## src/design/psda_pkg.sv

```systemverilog
// shared types, constants and tables for the polarization stokes block
// no dependencies
package psda_pkg;

  localparam int SAMPLE_BITS  = 16;
  localparam int CORDIC_STEPS = 16;

  localparam int ATAN_LEN   = 24;
  localparam int CORDIC_N   = (CORDIC_STEPS < ATAN_LEN) ? CORDIC_STEPS : ATAN_LEN;
  localparam int SQRT_STEPS = 29;
  localparam int DIV_BITS   = 16;

  // pipeline timing, in register stages after acceptance
  localparam int LAT_ROOT = 2 + SQRT_STEPS;
  localparam int LAT_Q    = LAT_ROOT + DIV_BITS;
  localparam int D_S0     = LAT_ROOT - 1;
  localparam int D_INT    = LAT_Q - 1;
  localparam int D_ANG    = LAT_Q - (3 + CORDIC_N);

  localparam logic [15:0] SAMPLE_MASK = 16'((32'd1 << SAMPLE_BITS) - 1);
  localparam logic [15:0] NARROW_MASK = 16'h00ff;

  localparam logic signed [26:0] DEG180_Z   = 27'sd11796480;
  localparam logic signed [17:0] AOLP_LIMIT = 18'sd23040;

  typedef struct packed {
    logic [15:0] sample_pol90;
    logic [15:0] sample_pol45;
    logic [15:0] sample_pol135;
    logic [15:0] sample_pol0;
  } in_word_t;

  typedef struct packed {
    logic [17:0]        intensity;
    logic [15:0]        dolp;
    logic signed [15:0] aolp;
  } out_word_t;

  typedef struct packed {
    logic en;
  } pipe_ctl_t;

  // atan(2^-i) in degrees * 65536
  function automatic logic signed [26:0] atan_q16(input int i);
    logic signed [26:0] v;
    case (i)
      0:  v = 27'sd2949120;
      1:  v = 27'sd1740967;
      2:  v = 27'sd919879;
      3:  v = 27'sd466945;
      4:  v = 27'sd234379;
      5:  v = 27'sd117306;
      6:  v = 27'sd58666;
      7:  v = 27'sd29335;
      8:  v = 27'sd14668;
      9:  v = 27'sd7334;
      10: v = 27'sd3667;
      11: v = 27'sd1833;
      12: v = 27'sd917;
      13: v = 27'sd458;
      14: v = 27'sd229;
      15: v = 27'sd115;
      16: v = 27'sd57;
      17: v = 27'sd29;
      18: v = 27'sd14;
      19: v = 27'sd7;
      20: v = 27'sd4;
      21: v = 27'sd2;
      22: v = 27'sd1;
      default: v = 27'sd0;
    endcase
    return v;
  endfunction

endpackage

```

## src/design/psda_div.sv

```systemverilog
// pipelined restoring divider with saturation to 16 quotient bits
// depends on psda_pkg
module psda_div import psda_pkg::*; (
  input  logic        clk,
  input  pipe_ctl_t   ctl,
  input  logic [28:0] root,
  input  logic [16:0] divisor,
  output logic [15:0] dolp
);

  logic [16:0] rem_r  [DIV_BITS];
  logic [15:0] lo_r   [DIV_BITS];
  logic [16:0] d_r    [DIV_BITS];
  logic [15:0] q_r    [DIV_BITS];
  logic        sat_r  [DIV_BITS];

  for (genvar k = 0; k < DIV_BITS; k++) begin : g_st
    logic [16:0] rem_in, d_in, rem_nxt;
    logic [15:0] lo_in, q_in;
    logic        sat_in, ge;
    logic [17:0] rem_sh;

    if (k == 0) begin : g_first
      assign rem_in = {4'd0, root[28:16]};
      assign lo_in  = root[15:0];
      assign d_in   = divisor;
      assign q_in   = '0;
      // quotient would not fit in 16 bits
      assign sat_in = {4'd0, root} >= {divisor, 16'd0};
    end else begin : g_rest
      assign rem_in = rem_r[k-1];
      assign lo_in  = lo_r[k-1];
      assign d_in   = d_r[k-1];
      assign q_in   = q_r[k-1];
      assign sat_in = sat_r[k-1];
    end

    assign rem_sh  = {rem_in, lo_in[DIV_BITS-1-k]};
    assign ge      = rem_sh >= {1'b0, d_in};
    assign rem_nxt = ge ? 17'(rem_sh - {1'b0, d_in}) : rem_sh[16:0];

    always_ff @(posedge clk) begin
      if (ctl.en) begin
        rem_r[k] <= rem_nxt;
        lo_r[k]  <= lo_in;
        d_r[k]   <= d_in;
        q_r[k]   <= {q_in[14:0], ge};
        sat_r[k] <= sat_in;
      end
    end
  end

  assign dolp = sat_r[DIV_BITS-1] ? 16'hffff : q_r[DIV_BITS-1];

endmodule

```

## config.mk

```make
export PLATFORM = sky130hd
export DESIGN_NAME = psda_div
export DESIGN_NICKNAME = d
export VERILOG_FILES = /design/src/design/psda_pkg.sv /design/src/design/psda_div.sv
export SDC_FILE = /design/constraint.sdc
export NUM_CORES = 1
export LEC_CHECK = 0
export BUFFER_PORTS_ARGS = -buffer_cell sky130_fd_sc_hd__clkbuf_2
export CAP_MARGIN = 20
export CORE_MARGIN = 5
export CORE_UTILIZATION = 42
export CTS_CLUSTER_SIZE = 30
export DETAILED_ROUTE_END_ITERATION = 10
export GPL_TIMING_DRIVEN = 0
export MAX_ROUTING_LAYER = met4
export SLEW_MARGIN = 20
export SYNTH_ARGS = -nofsm -noshare
export SYNTH_HDL_FRONTEND = slang
export SYNTH_SLANG_ARGS = --single-unit
export TNS_END_PERCENT = 100
```

## constraint.sdc

```tcl
create_clock -name clk -period 4.4 [get_ports clk]
set_clock_uncertainty 0.05 [all_clocks]
set_input_delay 1.1 -clock clk [delete_from_list [all_inputs] [get_ports clk]]
set_output_delay 1.1 -clock clk [all_outputs]
set_load 0.02 [all_outputs]
```

==> results.cfg <==
[layout]
final_core_util_pct = 47.7
fin_nets = 3667
area_growth_pct = 12.9
drive_gt1_share_pct = 11.3
num_antenna_cells = 0
finalNonFillerCells = 4657

[synth]
yosysSeqAreaShare_pct = 58.7
netlist_instances = 3162
ys.flop_type = edfxtp_1
syn_nets = 3507
synth.most_common_cell = edfxtp_1
yosysTopAreaCell = edfxtp_1
synth_commonest_cells = 782 x edfxtp_1, 344 x inv_1, 282 x ha_1
synthArstFlopShare_pct = 0
synth-seq-cells = 782
synth_top_area_share_pct = 58.7
netlist_top_cells_area = edfxtp_1 59%, ha_1 8.8%, inv_1 3.2%
syn_area_per_cell_um2 = 12.7
ys_warn_count = 0
syn-cell-area_um2 = 40000
synth_edf_count = 782
synth_cell_types = 86

[setup_path]
crit_fanout = 10
end_kind = flop
cp-start-kind = flop
cp.arrival_ps = 4460
required_ps = 4690
path_class = flop to flop

[pwr]
vdd_drop_max_mv = 0.366
power_uw = 30300
p_per_area_nw_per_um2 = 671
p_leak_uw = 0.0182

[clocking]
cts_tree = yes
cts_resized = 0
clock-sinks = 782
clkTransAtPathRegs_ps = 60
htreeDepth = 3
cts_hold_buf = 0
cts_setup_buffers = 0
cts_made_buffers = 86
cts_root_buffer = clkbuf_16
clockBufferDepth = 3
clock_latency_ps = 670

[run]
max_cap_viol_count = 0

[floorplan]
dieArea_um2 = 102000
die_y_um = 319
io-pin-count = 64
start_util_pct = 42.2
rows = 113
die_w_um = 319
core-area_um2 = 94700

[global_routing]
grt_usage_pct = 16.3
antenna_found_initial = 0
grt.overflow.total = 0
grt_pass1_wl_um = 131000
grt_pass1_vias = 24800
grt_max_degree = 103

[sta]
rsz0062_at_grt = false
setup_viol = 0
tightest_slew_ps = 1030
setup_tns_ps = 0
maxSlewHeadroom_pct = 31.3
finalMaxSlewViolations = 0
finalHoldViolations = 0
finalCriticalPeriod_ps = 4170
fin_crit_sh_pct = 94.8
max_freq_mhz = 240

[placement]
dp_cells = 4499
io_buffers = 63
gp_congestion = 0.862
post-dp-hpwl_um = 60700

[route]
wl_per_cell_um = 17.5
drtPass1Iterations = 5
ant_nets = 0
drc = 0
vias_per_cell = 5.25
drt_iter0_markers = 1312
wl_um = 81300
routed-via-count = 24400

[min_path]
min_path_type = flop to flop

[run_status]
status = complete, no violations
power breakdown:
| group | internal [uW] | switching (uW) |
|---|---|---|
| clock | 4510 | 3000 |
| combinational | 5060 | 6510 |
| sequential | 10400 | 784 |
| total | 20000 | 10300 |
cell families (layout without fill, tap and decap cells):
group           count (synthesis)  in the layout  synth area share [%]
fa+ha+maj                     297            297                  9.57
simple gates                  616            616                  7.67
flops                         782            782                  58.7
mux                           130            130                  3.67
compound gates                773            773                  12.8
xor+xnor                      173            173                  3.79
buf+inv                       391            621                  3.78
final timing paths:
| path | from | endpoint | slack (ps) | depth (start not counted) |
|---|---|---|---|---|
| max | lo_r[1][66] | rem_r[1][97] | 230 | 11 |
| min | lo_r[0][87] | lo_r[0][103] | 340 | 0 |
| max reg2reg | lo_r[1][66] | rem_r[1][97] | 230 | 11 |
| min reg2reg | lo_r[0][87] | lo_r[0][103] | 340 | 0 |
metal layers:
layer  share of wire (%)  vias up  global-route usage (%)
li1                    -    12100                       -
met1                  40    11700                    17.7
met2                  53      373                    29.7
met3                 3.0      169                    2.47
met4                 4.1        0                    7.03
met5                   0        -                       -
layout by cell type (no fill, tap or decap), drive strengths merged, types with 30 or more instances in the layout:
cell / count
nand2: 168
edfxtp: 782
xor2: 65
inv: 346
mux2: 111
xnor2: 108
nand3: 40
o21a: 44
ha: 282
clkinv: 40
nor3: 35
a21oi: 204
clkbuf: 193
nor2: 151
a21o: 126
nand4: 41
o21ai: 159
nor2b: 30
through the flow:
stage,hold WS [ps],setup slack (ps),instance area (um^2)
global placement,350,-11590,41900
finish,344,231,45200
floorplan,350,671,40000
detailed placement,355,122,42200
CTS,344,149,45200
global route,370,38.0,45200
layout make-up:
class / instances / area (um^2)
clock buffer: 98 / 2240
clock inverter: 60 / 761
multi-input combinational: 1989 / 15000
fill: 8402 / 49600
tap: 1265 / 1580
timing repair buffer: 72 / 572
sequential: 782 / 23500
inverter: 344 / 1290
buffer: 47 / 224
critical path: stages, from the launching register on:
cell and delay (ps):
edfxtp_1 490, inv_1 100, ha_1 170, inv_1 60, fa_1 410, a21o_1 220
a221oi_1 600, o31a_1 330, o21ai_0 170, a21boi_2 510, clkbuf_1 540, o21ai_0 230
state kept, by name (all words and copies together) (netlist names):
signal and flops:
d_r 255, lo_r 120, q_r 136, rem_r 255, sat_r 16
No activity file was read; power rests on OpenSTA's default activity.
