## config.mk

```make
export PLATFORM = sky130hd
export DESIGN_NAME = psda_sqrt
export DESIGN_NICKNAME = d
export VERILOG_FILES = /design/src/design/psda_pkg.sv /design/src/design/psda_sqrt.sv
export SDC_FILE = /design/constraint.sdc
export NUM_CORES = 2
export LEC_CHECK = 0
export BUFFER_PORTS_ARGS = -buffer_cell sky130_fd_sc_hd__buf_2
export CAP_MARGIN = 10
export CORE_AREA = 2 2 344 346
export CTS_BUF_LIST = sky130_fd_sc_hd__clkbuf_8 sky130_fd_sc_hd__clkbuf_16
export CTS_CLUSTER_SIZE = 24
export DETAILED_ROUTE_END_ITERATION = 16
export DIE_AREA = 0 0 346 348
export PLACE_DENSITY_LB_ADDON = 0.05
export SLEW_MARGIN = 10
export SYNTH_ARGS = -nofsm -noshare
export SYNTH_HDL_FRONTEND = slang
export SYNTH_SLANG_ARGS = --single-unit
```

## constraint.sdc

```tcl
create_clock -name clk -period 8.8 [get_ports clk]
set_clock_uncertainty 0.05 [all_clocks]
set_input_delay 0.44 -clock clk [delete_from_list [all_inputs] [get_ports clk]]
set_output_delay 0.44 -clock clk [all_outputs]
set_load 0.005 [all_outputs]
```

## src/design/psda_pkg.sv

```systemverilog
// shared types, constants and tables for the polarization stokes block
// no dependencies
package psda_pkg;

  localparam int SAMPLE_BITS  = 16;
  localparam int CORDIC_STEPS = 16;

  localparam int ATAN_LEN   = 24;
  localparam int CORDIC_N   = (CORDIC_STEPS < ATAN_LEN) ? CORDIC_STEPS : ATAN_LEN;
  localparam int SQRT_STEPS = 29;
  localparam int DIV_BITS   = 16;

  // pipeline timing, in register stages after acceptance
  localparam int LAT_ROOT = 2 + SQRT_STEPS;
  localparam int LAT_Q    = LAT_ROOT + DIV_BITS;
  localparam int D_S0     = LAT_ROOT - 1;
  localparam int D_INT    = LAT_Q - 1;
  localparam int D_ANG    = LAT_Q - (3 + CORDIC_N);

  localparam logic [15:0] SAMPLE_MASK = 16'((32'd1 << SAMPLE_BITS) - 1);
  localparam logic [15:0] NARROW_MASK = 16'h00ff;

  localparam logic signed [26:0] DEG180_Z   = 27'sd11796480;
  localparam logic signed [17:0] AOLP_LIMIT = 18'sd23040;

  typedef struct packed {
    logic [15:0] sample_pol90;
    logic [15:0] sample_pol45;
    logic [15:0] sample_pol135;
    logic [15:0] sample_pol0;
  } in_word_t;

  typedef struct packed {
    logic [17:0]        intensity;
    logic [15:0]        dolp;
    logic signed [15:0] aolp;
  } out_word_t;

  typedef struct packed {
    logic en;
  } pipe_ctl_t;

  // atan(2^-i) in degrees * 65536
  function automatic logic signed [26:0] atan_q16(input int i);
    logic signed [26:0] v;
    case (i)
      0:  v = 27'sd2949120;
      1:  v = 27'sd1740967;
      2:  v = 27'sd919879;
      3:  v = 27'sd466945;
      4:  v = 27'sd234379;
      5:  v = 27'sd117306;
      6:  v = 27'sd58666;
      7:  v = 27'sd29335;
      8:  v = 27'sd14668;
      9:  v = 27'sd7334;
      10: v = 27'sd3667;
      11: v = 27'sd1833;
      12: v = 27'sd917;
      13: v = 27'sd458;
      14: v = 27'sd229;
      15: v = 27'sd115;
      16: v = 27'sd57;
      17: v = 27'sd29;
      18: v = 27'sd14;
      19: v = 27'sd7;
      20: v = 27'sd4;
      21: v = 27'sd2;
      22: v = 27'sd1;
      default: v = 27'sd0;
    endcase
    return v;
  endfunction

endpackage

```

## src/design/psda_sqrt.sv

```systemverilog
// pipelined integer square root of (mag2 << 24), one result bit per stage
// depends on psda_pkg
module psda_sqrt import psda_pkg::*; (
  input  logic        clk,
  input  pipe_ctl_t   ctl,
  input  logic [31:0] sq1,
  input  logic [31:0] sq2,
  output logic [28:0] root
);

  logic [31:0] rem_r  [SQRT_STEPS];
  logic [28:0] root_r [SQRT_STEPS];
  logic [32:0] mag_r  [SQRT_STEPS];

  for (genvar i = 0; i < SQRT_STEPS; i++) begin : g_st
    logic [31:0] rem_in, rem_sh, trial;
    logic [28:0] root_in;
    logic [32:0] mag_in;
    logic [57:0] v_in;

    if (i == 0) begin : g_first
      assign rem_in  = '0;
      assign root_in = '0;
      assign mag_in  = {1'b0, sq1} + {1'b0, sq2};
    end else begin : g_rest
      assign rem_in  = rem_r[i-1];
      assign root_in = root_r[i-1];
      assign mag_in  = mag_r[i-1];
    end

    // bring down the next pair of radicand bits
    assign v_in   = {1'b0, mag_in, 24'd0};
    assign rem_sh = {rem_in[29:0], v_in[57-2*i -: 2]};
    assign trial  = {1'b0, root_in, 2'b01};

    always_ff @(posedge clk) begin
      if (ctl.en) begin
        mag_r[i] <= mag_in;
        if (rem_sh >= trial) begin
          rem_r[i]  <= rem_sh - trial;
          root_r[i] <= {root_in[27:0], 1'b1};
        end else begin
          rem_r[i]  <= rem_sh;
          root_r[i] <= {root_in[27:0], 1'b0};
        end
      end
    end
  end

  assign root = root_r[SQRT_STEPS-1];

endmodule

```

==> results.yml <==
run_status:
  status: "complete, no violations"
global_route:
  track_usage_pct: 25.1
  grt_pass1_wl_um: 244000
  antenna_found_initial: 6
  grt_pass1_vias: 48100
  grt_overflow: 0
  grt_max_degree: 152
finish:
  final_common_cell: "edfxtp_1"
  mostFrequentLayoutCells: "1488 x edfxtp_1, 591 x inv_1, 474 x ha_1, 455 x nand2_1, 447 x a21oi_1"
  antenna_cells: 0
  layout-drive-gt1-share_pct: 7.47
  fin_util_pct: 73.0
  syn_to_final_growth_pct: 9.98
  layout.nets: 7301
  fin_cells: 8418
  num-fill-cells: 8003
floorplan:
  die-area_mm2: 0.120
  num_rows: 126
  die_x_um: 346
  ioPinCount: 95
  core_area_mm2: 0.117
  fp.dieH_um: 348
  initial_core_util_pct: 66.4
timing:
  relSlewSlack_pct: 23.8
  fin_tns_setup_ns: 0
  fin_crit_sh_pct: 55.0
  fmax_ghz: 0.207
  finalSetupViolations: 0
  finalHoldViolations: 0
  min_period_ns: 4.84
  drv_slew: 0
  rsz0062_at_grt: "false"
  setup_ws_ns: 3.96
  tightest_slew_ns: 1.14
clock_network:
  clock_sinks: 1489
  cts_tree: "done"
  numCtsBuffers: 155
  cts_buffer_depth: 3
  cts_resized: 0
  clk_latency_ns: 0.79
  path_clk_slew_ns: 0.06
  cts_root_buffer: "clkbuf_16"
  htree_levels: 4
power:
  p_leak_nw: 33.8
  seq_power_share_pct: 45.4
  clkPwrFrac_pct: 31.1
  p_switching_mw: 6.51
  p_int_mw: 15.5
  pwr-share-comb_pct: 23.5
  peakVddDrop_uv: 211
  swShare_pct: 29.6
  p_per_area_mw_per_mm2: 258
min_path:
  hold_start: "ctl"
  hold_path_class: "in -> reg"
  worst_hold_path.endpoint: "root_r[0][0]"
  holdPathStages: 2
placed_design:
  dp.cells: 8124
  dpl.hpwl_um: 109000
  place_ws_ns: 3.92
  place_congestion: 0.904
  portBuffers: 94
synth:
  synth_ff_type: "edfxtp_1"
  synthMuxAreaShare_pct: 1.34
  synth_area_leaders: "edfxtp_1 58%, ha_1 7.6%, xor2_1 3.9%"
  synth_top_area_share_pct: 57.6
  synth_top_family_by_area: "simple AND/OR/NAND/NOR gates"
  ys_ff_latch: 1489
  ys_warn_count: 0
  synth_nets: 7153
  syn-cell-area_mm2: 0.0776
  synthSimpleGateAreaFrac_pct: 11.6
  synth-adder-area-share_pct: 7.95
  synth_edf_count: 1488
  avgSynthCellArea_um2: 11.8
  synthCells: 6601
  yosysTopAreaCell: "edfxtp_1"
  synth-compound-area-share_pct: 10.8
  synth_cell_types: 79
  synth-xor-area-share_pct: 7.28
  synth.yosys.seq_area_share_pct: 57.6
  synthArstFlopShare_pct: 0
setup_path:
  r2r_slack_ns: 3.96
  path_class: "reg -> reg"
  crit_arrival_ns: 5.32
  rr_startpoint: "rem_r[1][289]"
  reg2reg_to: "rem_r[1][322]"
  worst-path-max-fanout: 35
  reg2regPathDepth: 14
  end_kind: "register"
  cp_data_required_time_ns: 9.29
  start_kind: "register"
detailed_routing:
  drt-pass1-iter-count: 6
  routedWlPerCell_um: 17.9
  drc: 0
  drtAntennaViolNets: 0
  via_per_inst: 5.88
  num_vias: 49500
  drt_iter0_markers: 3703
  wirelength_um: 151000
run:
  drv_cap: 0
[worst max-delay path, stage by stage, from the launching register on]
cell,delay [ns]
edfxtp_1,0.43
inv_1,0.14
ha_1,0.20
inv_1,0.07
fa_1,0.40
nor2b_1,0.13
o21ai_0,0.13
a21oi_1,0.25
o31ai_1,0.21
o41ai_1,0.95
a21oi_1,0.30
o21ai_0,0.59
a21oi_4,0.23
buf_12,0.22
mux2_2,0.28
[power by group through the flow]
stage / Sequential (mW) / Combinational [mW] / Clock, mW
4_1_cts: 9.98 / 5.15 / 6.98
5_1_grt: 10.1 / 5.81 / 7.27
6_report: 9.98 / 5.17 / 6.86
2_1_floorplan: 9.79 / 4.01 / 0
3_3_place_gp: 10.1 / 4.94 / 0
3_5_place_dp: 10.1 / 5.08 / 0
[Yosys cell counts (all sizes together) (11+ instances only)]
cell type     n
o41ai        11
nor3b        14
nor2b        84
o31a         16
nand2       455
xnor2       297
o21bai       40
or2          34
and3         29
o21a         82
nor3        179
a211o        14
xor2        348
ha          474
or4          35
edfxtp     1488
buf          17
o31ai        26
clkbuf      124
nand2b      111
fa           12
inv         565
a21oi       448
a21o        186
o21ai       364
nand3b       23
a31oi        42
mux2         86
nand4        55
nand3       119
a211oi       40
nor4b        16
nor4         78
o211ai       15
nor2        426
and2         38
or3          79
[cell type report]
cell class | count | area [um^2] | share of cell area [%]
clock buffer | 155 | 3880 | 4.54
clock inverter | 135 | 1580 | 1.85
inverter | 566 | 2120 | 2.49
multi-input combinational | 4405 | 30400 | 35.5
sequential | 1489 | 44700 | 52.4
tap | 1536 | 1920 | 2.25
timing repair buffer | 132 | 826 | 0.967
[per-layer routing]
metal / GRT usage [%] / up-vias / share of wire [%]
li1: - / 24400 / -
met1: 33.1 / 23800 / 43
met2: 43.0 / 1084 / 49
met3: 4.06 / 256 / 5.1
met4: 7.60 / 0 / 2.5
met5: 0 / - / 0
[flip-flops by register name, indices dropped and copies added (netlist names)]
name and count:
root_r 424, rem_r 793, mag_r 272
[cell families after synthesis]
logic type	count (synthesis)
xor gates and xnor gates	645
and+or+nand+nor	1811
adders and majority gates	486
AOI/OAI and AO/OA	1370
DFF	1489
buffers and inverters	707
muxes	93
[worst max path at each step]
stage                          endpoint          start  slack [ns]
final                     rem_r[1][322]  rem_r[1][289]        3.96
after floorplan           rem_r[1][301]  rem_r[1][257]        4.66
after CTS                 rem_r[1][331]  rem_r[1][289]        3.90
after detailed placement  rem_r[1][331]  rem_r[1][289]        3.92
after global routing      rem_r[1][322]  rem_r[1][289]        3.66
after global placement    rem_r[1][322]  rem_r[1][289]        4.16
[what timing repair did]
| action | CTS | global route |
|---|---|---|
| hold endpoints to repair | 1 | 0 |
| hold buffers | 2 | 0 |
| buffers inserted | 0 | 0 |
[metrics by stage]
stage | hold WS [ns] | total power, mW | cell area, um^2
finish | 0.0499 | 22.0 | 85400
global route | 0.0634 | 23.2 | 85400
CTS | 0.0185 | 22.1 | 85400
detailed placement | 0.355 | 15.2 | 79900
global placement | 0.350 | 15.0 | 79900
floorplan | 0.350 | 13.8 | 77600
No activity file was read; power rests on OpenSTA's default activity.
