## src/design/psda_pkg.sv

```systemverilog
// shared types, constants and tables for the polarization stokes block
// no dependencies
package psda_pkg;

  localparam int SAMPLE_BITS  = 16;
  localparam int CORDIC_STEPS = 16;

  localparam int ATAN_LEN   = 24;
  localparam int CORDIC_N   = (CORDIC_STEPS < ATAN_LEN) ? CORDIC_STEPS : ATAN_LEN;
  localparam int SQRT_STEPS = 29;
  localparam int DIV_BITS   = 16;

  // pipeline timing, in register stages after acceptance
  localparam int LAT_ROOT = 2 + SQRT_STEPS;
  localparam int LAT_Q    = LAT_ROOT + DIV_BITS;
  localparam int D_S0     = LAT_ROOT - 1;
  localparam int D_INT    = LAT_Q - 1;
  localparam int D_ANG    = LAT_Q - (3 + CORDIC_N);

  localparam logic [15:0] SAMPLE_MASK = 16'((32'd1 << SAMPLE_BITS) - 1);
  localparam logic [15:0] NARROW_MASK = 16'h00ff;

  localparam logic signed [26:0] DEG180_Z   = 27'sd11796480;
  localparam logic signed [17:0] AOLP_LIMIT = 18'sd23040;

  typedef struct packed {
    logic [15:0] sample_pol90;
    logic [15:0] sample_pol45;
    logic [15:0] sample_pol135;
    logic [15:0] sample_pol0;
  } in_word_t;

  typedef struct packed {
    logic [17:0]        intensity;
    logic [15:0]        dolp;
    logic signed [15:0] aolp;
  } out_word_t;

  typedef struct packed {
    logic en;
  } pipe_ctl_t;

  // atan(2^-i) in degrees * 65536
  function automatic logic signed [26:0] atan_q16(input int i);
    logic signed [26:0] v;
    case (i)
      0:  v = 27'sd2949120;
      1:  v = 27'sd1740967;
      2:  v = 27'sd919879;
      3:  v = 27'sd466945;
      4:  v = 27'sd234379;
      5:  v = 27'sd117306;
      6:  v = 27'sd58666;
      7:  v = 27'sd29335;
      8:  v = 27'sd14668;
      9:  v = 27'sd7334;
      10: v = 27'sd3667;
      11: v = 27'sd1833;
      12: v = 27'sd917;
      13: v = 27'sd458;
      14: v = 27'sd229;
      15: v = 27'sd115;
      16: v = 27'sd57;
      17: v = 27'sd29;
      18: v = 27'sd14;
      19: v = 27'sd7;
      20: v = 27'sd4;
      21: v = 27'sd2;
      22: v = 27'sd1;
      default: v = 27'sd0;
    endcase
    return v;
  endfunction

endpackage

```

## src/design/psda_cordic.sv

```systemverilog
// pipelined vectoring cordic giving atan2(s2, s1) in degrees, signed q9.7
// depends on psda_pkg
module psda_cordic import psda_pkg::*; (
  input  logic               clk,
  input  pipe_ctl_t          ctl,
  input  logic signed [16:0] s1,
  input  logic signed [16:0] s2,
  output logic signed [15:0] aolp
);

  logic signed [27:0] x0_r, y0_r;
  logic signed [26:0] z0_r;
  logic               zero0_r, neg0_r;

  logic signed [27:0] x_r [CORDIC_N];
  logic signed [27:0] y_r [CORDIC_N];
  logic signed [26:0] z_r [CORDIC_N];
  logic               zero_r [CORDIC_N];
  logic               neg_r  [CORDIC_N];

  logic signed [15:0] aolp_r;

  // pre-rotation into the right half plane
  logic signed [27:0] xs, ys;
  assign xs = {{3{s1[16]}}, s1, 8'd0};
  assign ys = {{3{s2[16]}}, s2, 8'd0};

  always_ff @(posedge clk) begin
    if (ctl.en) begin
      zero0_r <= (s2 == 17'sd0);
      neg0_r  <= s1[16];
      if (s1[16]) begin
        x0_r <= -xs;
        y0_r <= -ys;
        z0_r <= s2[16] ? -DEG180_Z : DEG180_Z;
      end else begin
        x0_r <= xs;
        y0_r <= ys;
        z0_r <= '0;
      end
    end
  end

  // micro-rotation stages
  for (genvar i = 0; i < CORDIC_N; i++) begin : g_st
    logic signed [27:0] x_in, y_in;
    logic signed [26:0] z_in;
    logic               zero_in, neg_in;

    if (i == 0) begin : g_first
      assign x_in = x0_r;
      assign y_in = y0_r;
      assign z_in = z0_r;
      assign zero_in = zero0_r;
      assign neg_in  = neg0_r;
    end else begin : g_rest
      assign x_in = x_r[i-1];
      assign y_in = y_r[i-1];
      assign z_in = z_r[i-1];
      assign zero_in = zero_r[i-1];
      assign neg_in  = neg_r[i-1];
    end

    always_ff @(posedge clk) begin
      if (ctl.en) begin
        zero_r[i] <= zero_in;
        neg_r[i]  <= neg_in;
        if (!y_in[27]) begin
          x_r[i] <= x_in + (y_in >>> i);
          y_r[i] <= y_in - (x_in >>> i);
          z_r[i] <= z_in + atan_q16(i);
        end else begin
          x_r[i] <= x_in - (y_in >>> i);
          y_r[i] <= y_in + (x_in >>> i);
          z_r[i] <= z_in - atan_q16(i);
        end
      end
    end
  end

  // round half up to q9.7, clamp, and handle the on-axis case
  logic signed [26:0] z_rnd;
  logic signed [17:0] r;
  logic signed [17:0] r_clamp;
  assign z_rnd = z_r[CORDIC_N-1] + 27'sd256;
  assign r     = 18'(z_rnd >>> 9);

  always_comb begin
    if (r > AOLP_LIMIT) begin
      r_clamp = AOLP_LIMIT;
    end else if (r < -AOLP_LIMIT) begin
      r_clamp = -AOLP_LIMIT;
    end else begin
      r_clamp = r;
    end
  end

  always_ff @(posedge clk) begin
    if (ctl.en) begin
      if (zero_r[CORDIC_N-1]) begin
        aolp_r <= neg_r[CORDIC_N-1] ? 16'(AOLP_LIMIT) : 16'sd0;
      end else begin
        aolp_r <= 16'(r_clamp);
      end
    end
  end

  assign aolp = aolp_r;

endmodule

```

## config.mk

```make
export PLATFORM = sky130hd
export DESIGN_NAME = psda_cordic
export DESIGN_NICKNAME = d
export VERILOG_FILES = /design/src/design/psda_pkg.sv /design/src/design/psda_cordic.sv
export SDC_FILE = /design/constraint.sdc
export NUM_CORES = 2
export LEC_CHECK = 0
export ABC_CLOCK_PERIOD_IN_PS = 18100
export BUFFER_PORTS_ARGS = -buffer_cell sky130_fd_sc_hd__buf_2
export CORE_ASPECT_RATIO = 0.75
export CORE_UTILIZATION = 65
export CTS_CLUSTER_DIAMETER = 40
export DETAILED_ROUTE_END_ITERATION = 10
export GPL_TIMING_DRIVEN = 0
export PLACE_DENSITY = 0.81
export SLEW_MARGIN = 20
export SYNTH_ARGS = -nofsm -noshare
export SYNTH_HDL_FRONTEND = slang
export SYNTH_SLANG_ARGS = --single-unit
```

## constraint.sdc

```tcl
create_clock -name clk -period 18.1 [get_ports clk]
set_input_delay 3.62 -clock clk [delete_from_list [all_inputs] [get_ports clk]]
set_output_delay 3.62 -clock clk [all_outputs]
set_load 0.01 [all_outputs]
```

==> results by group <==
Run status
  • Outcome: finished, violations left
  • Violations in the final reports: design-rule violations

Worst hold path
  • Hold depth: 0
  • HP Start: neg_r[0][7]$_DFFE_PP_
  • Hold endpoint: neg_r[1][0]$_DFFE_PP_
  • HP Class: register to register

Clock tree
  • Maximum clock path buffer count: 3
  • CTS tree: built
  • Post-CTS Hold Buffers: 0
  • Post_cts resized: 0
  • Sink Count: 1195
  • Clk root buf: clkbuf_16
  • CTS Buf Count: 165
  • CTS H-tree lvls: 4
  • Clock transition at path regs: 0.06 ns
  • Clk_lat worst skew: 0.82 ns
  • Setup Buffers After CTS: 0

Global route
  • First-pass GRT wire length: 411200 microns
  • GR Util All Layers: 0.3386
  • Vias in the first global route: 74327
  • Initial antenna violation count: 5
  • Pin count of the biggest net entering global routing: 58
  • Gr ovfl total: 0

Cells and area
  • Filler cells: 11052
  • Multi-input gate area: 60150 sq um
  • Commonest cells after routing, fill and taps aside: edfxtp_1 (1195), ha_1 (1174), xnor2_1 (994)
  • Final core occ: 0.7166
  • Area Growth Syn to Fin: 9.380%
  • Commonest non-fill, non-tap cell in the layout: edfxtp_1
  • Layout Nets: 11575
  • Register Area: 35880 sq um
  • Design area: 107400 sq um
  • Share of layout cells above drive strength 1: 0.05129

Logic synthesis
  • Ys flop type: edfxtp_1
  • Mapped cell area: 98200 sq um
  • Sequential fraction of the synthesis area: 0.3654
  • FFs w/ async S/R, synth: 0
  • Synthesized area per cell: 9.738 sq um
  • Post-Syn Instances: 10085
  • Flops & latches, synth: 1195
  • Synthesis Warnings: 0
  • Synth cell types: 93
  • EDFF count, synth: 1195

Run
  • Max cap viols: 0

Critical path
  • Critical Path Slowest Stage Cell: clkbuf_1
  • Critical path startpoint category: input pin
  • Critical path peak fanout: 52
  • FF-to-FF path depth: 19
  • Crit path capture type: register
  • Most used cell, CP: a21o_1
  • R2R Path End: y_r[0][222]$_DFFE_PP_
  • CP required: 18.65 ns
  • Critical path arrival: 11.22 ns
  • Reg2Reg Setup Slack: 11.75 ns
  • Critical R2R Launch: y_r[0][195]$_DFFE_PP_
  • CP cell instances: buf_6 > buf_16 > buf_2 > buf_2 > buf_12 > nand2_1 > inv_1 > clkbuf_1 > clkbuf_2 > buf_16 > nor2_1 > xor2_1 > ha_1 > a21o_1 > a21o_1 > a21oi_1 > o2bb2ai_1 > o21ai_0 > a311o_1 > a21o_1 > a21o_1 > a211oi_1 > o21ai_0 > xor2_1
  • Crit Path Class: input pin to register
  • Worst path max stage delay: 0.84 ns

STA
  • Setup TNS after final layout: 0 ns
  • Max Clock Freq: 93.68 MHz
  • Worst slew pin tran: 1.192 ns
  • Tcrit/Tclk final: 0.5897
  • Final setup margin: 7.426 ns
  • Worst slew margin: 0.2026
  • Clock skew: 0.02858 ns
  • Final setup fails: 0
  • Pins Over Slew Limit: 0
  • Final hold viol count: 0
  • RSZ-0062 raised after global routing: false
  • Post-layout minimum cycle time: 10.67 ns

Die
  • Die width: 450.8 microns
  • Die ar.: 152700 sq um
  • Die height: 338.6 microns
  • # rows: 123
  • I/O pins: 52
  • Core Area: 149900 sq um
  • Initial Util: 0.6551

Detailed routing
  • Via count: 79059
  • M1 WL: 116300 microns
  • Pre-antenna DRT Iters: 11
  • Post-route antenna net violation count: 0
  • Highest Signal Layer: met5
  • Routed length per instance: 21.27 microns
  • Final wirelength: 265200 microns
  • Met3 routed WL: 26060 microns
  • DR DRC count: 4
  • Met2 WL: 113200 microns
  • DR vias/cell: 6.340
  • 1st-iter DRT viols: 8146

Placed design
  • RePlAce Congestion: 0.9911
  • Placed Area: 101700 sq um
  • Placed wire-length estimate: 208900 microns
  • Dpl ws: 6.812 ns
  • Port Buffer Count: 51
## worst max-delay path, delay by kind of cell
family,cells,cell delay [ns]
fa+ha+maj,1,0.38
buf+inv,9,3.46
simple gates,2,0.17
xor+xnor,2,0.60
compound gates,10,2.78
## sequential cells by signal, indices dropped and copies added, names as in the netlist
| signal | flops |
|---|---|
| g_st.x_in | 20 |
| zero_r | 16 |
| g_st.z_in | 3 |
| g_st.y_in | 20 |
| aolp | 16 |
| g_st.neg_in | 1 |
| neg_r | 16 |
| x_r | 356 |
| z_r | 379 |
| g_st.zero_in | 1 |
| y_r | 367 |
## metrics by stage
step           cells  hold WS (ns)
4_1_cts        12468        0.4179
5_1_grt        12469        0.4225
6_report       12470        0.4111
2_1_floorplan  10087        0.4003
3_3_place_gp   12138        0.4004
3_5_place_dp   12163        0.4045
## worst max path at each step
stage          cells after the start  start                     to
4_1_cts                           21    ctl   y_r[1][55]$_DFFE_PP_
2_1_floorplan                     20    ctl  y_r[1][109]$_DFFE_PP_
5_1_grt                           21    ctl   y_r[1][55]$_DFFE_PP_
3_3_place_gp                      21    ctl  y_r[1][109]$_DFFE_PP_
6_report                          24    ctl  y_r[0][222]$_DFFE_PP_
3_5_place_dp                      21    ctl   y_r[1][55]$_DFFE_PP_
## Yosys cell counts, types with 79 or more instances
| library cell | count | share of area |
|---|---|---|
| ha_1 | 1174 | 0.15 |
| a211oi_1 | 79 | 0.0060 |
| a31oi_1 | 84 | 0.0054 |
| nand2b_1 | 172 | 0.011 |
| o21ai_0 | 557 | 0.028 |
| and3_1 | 79 | 0.0050 |
| nand3_1 | 166 | 0.0085 |
| nor3_1 | 258 | 0.013 |
| a21o_1 | 399 | 0.031 |
| o21bai_1 | 126 | 0.0096 |
| clkbuf_1 | 129 | 0.0049 |
| o31ai_1 | 137 | 0.010 |
| a21oi_1 | 888 | 0.045 |
| xor2_1 | 445 | 0.040 |
| nor2b_1 | 155 | 0.0099 |
| nand2_1 | 609 | 0.023 |
| edfxtp_1 | 1195 | 0.37 |
| inv_1 | 425 | 0.016 |
| xnor2_1 | 995 | 0.089 |
| o21a_1 | 201 | 0.015 |
| nor2_1 | 853 | 0.033 |
## final cells by class
cell class / count / area share
Inverter: 430 / 0.01503
Timing Repair Buffer: 77 / 0.008352
Multi-Input combinational cell: 8307 / 0.5600
Tap cell: 2000 / 0.02330
Antenna cell: 1 / 0.00002330
Buffer: 155 / 0.006243
Clock buffer: 180 / 0.03995
Sequential cell: 1195 / 0.3341
Clock inverter: 125 / 0.01302
## layer usage
metal	vias to the layer above	track usage
met4	6	0.1241
li1	37904	-
met3	493	0.08639
met1	37452	0.4735
met2	3204	0.5061
met5	-	0
## kinds of logic after synthesis
family | count (synthesis) | share of synthesized area
XOR/XNOR | 1440 | 0.1284
AND/OR/NAND/NOR | 2710 | 0.1323
AO/OA/AOI/OAI | 2877 | 0.1875
multiplexers | 69 | 0.007441
other | 1 | 0.00003819
adder cells (fa/ha/maj) | 1208 | 0.1565
flip-flops | 1195 | 0.3654
buffers and inverters | 585 | 0.02241
Power is left out: the tool's default activity adds up to more than one toggle a clock period on the data nets, which glitch-free logic cannot reach.
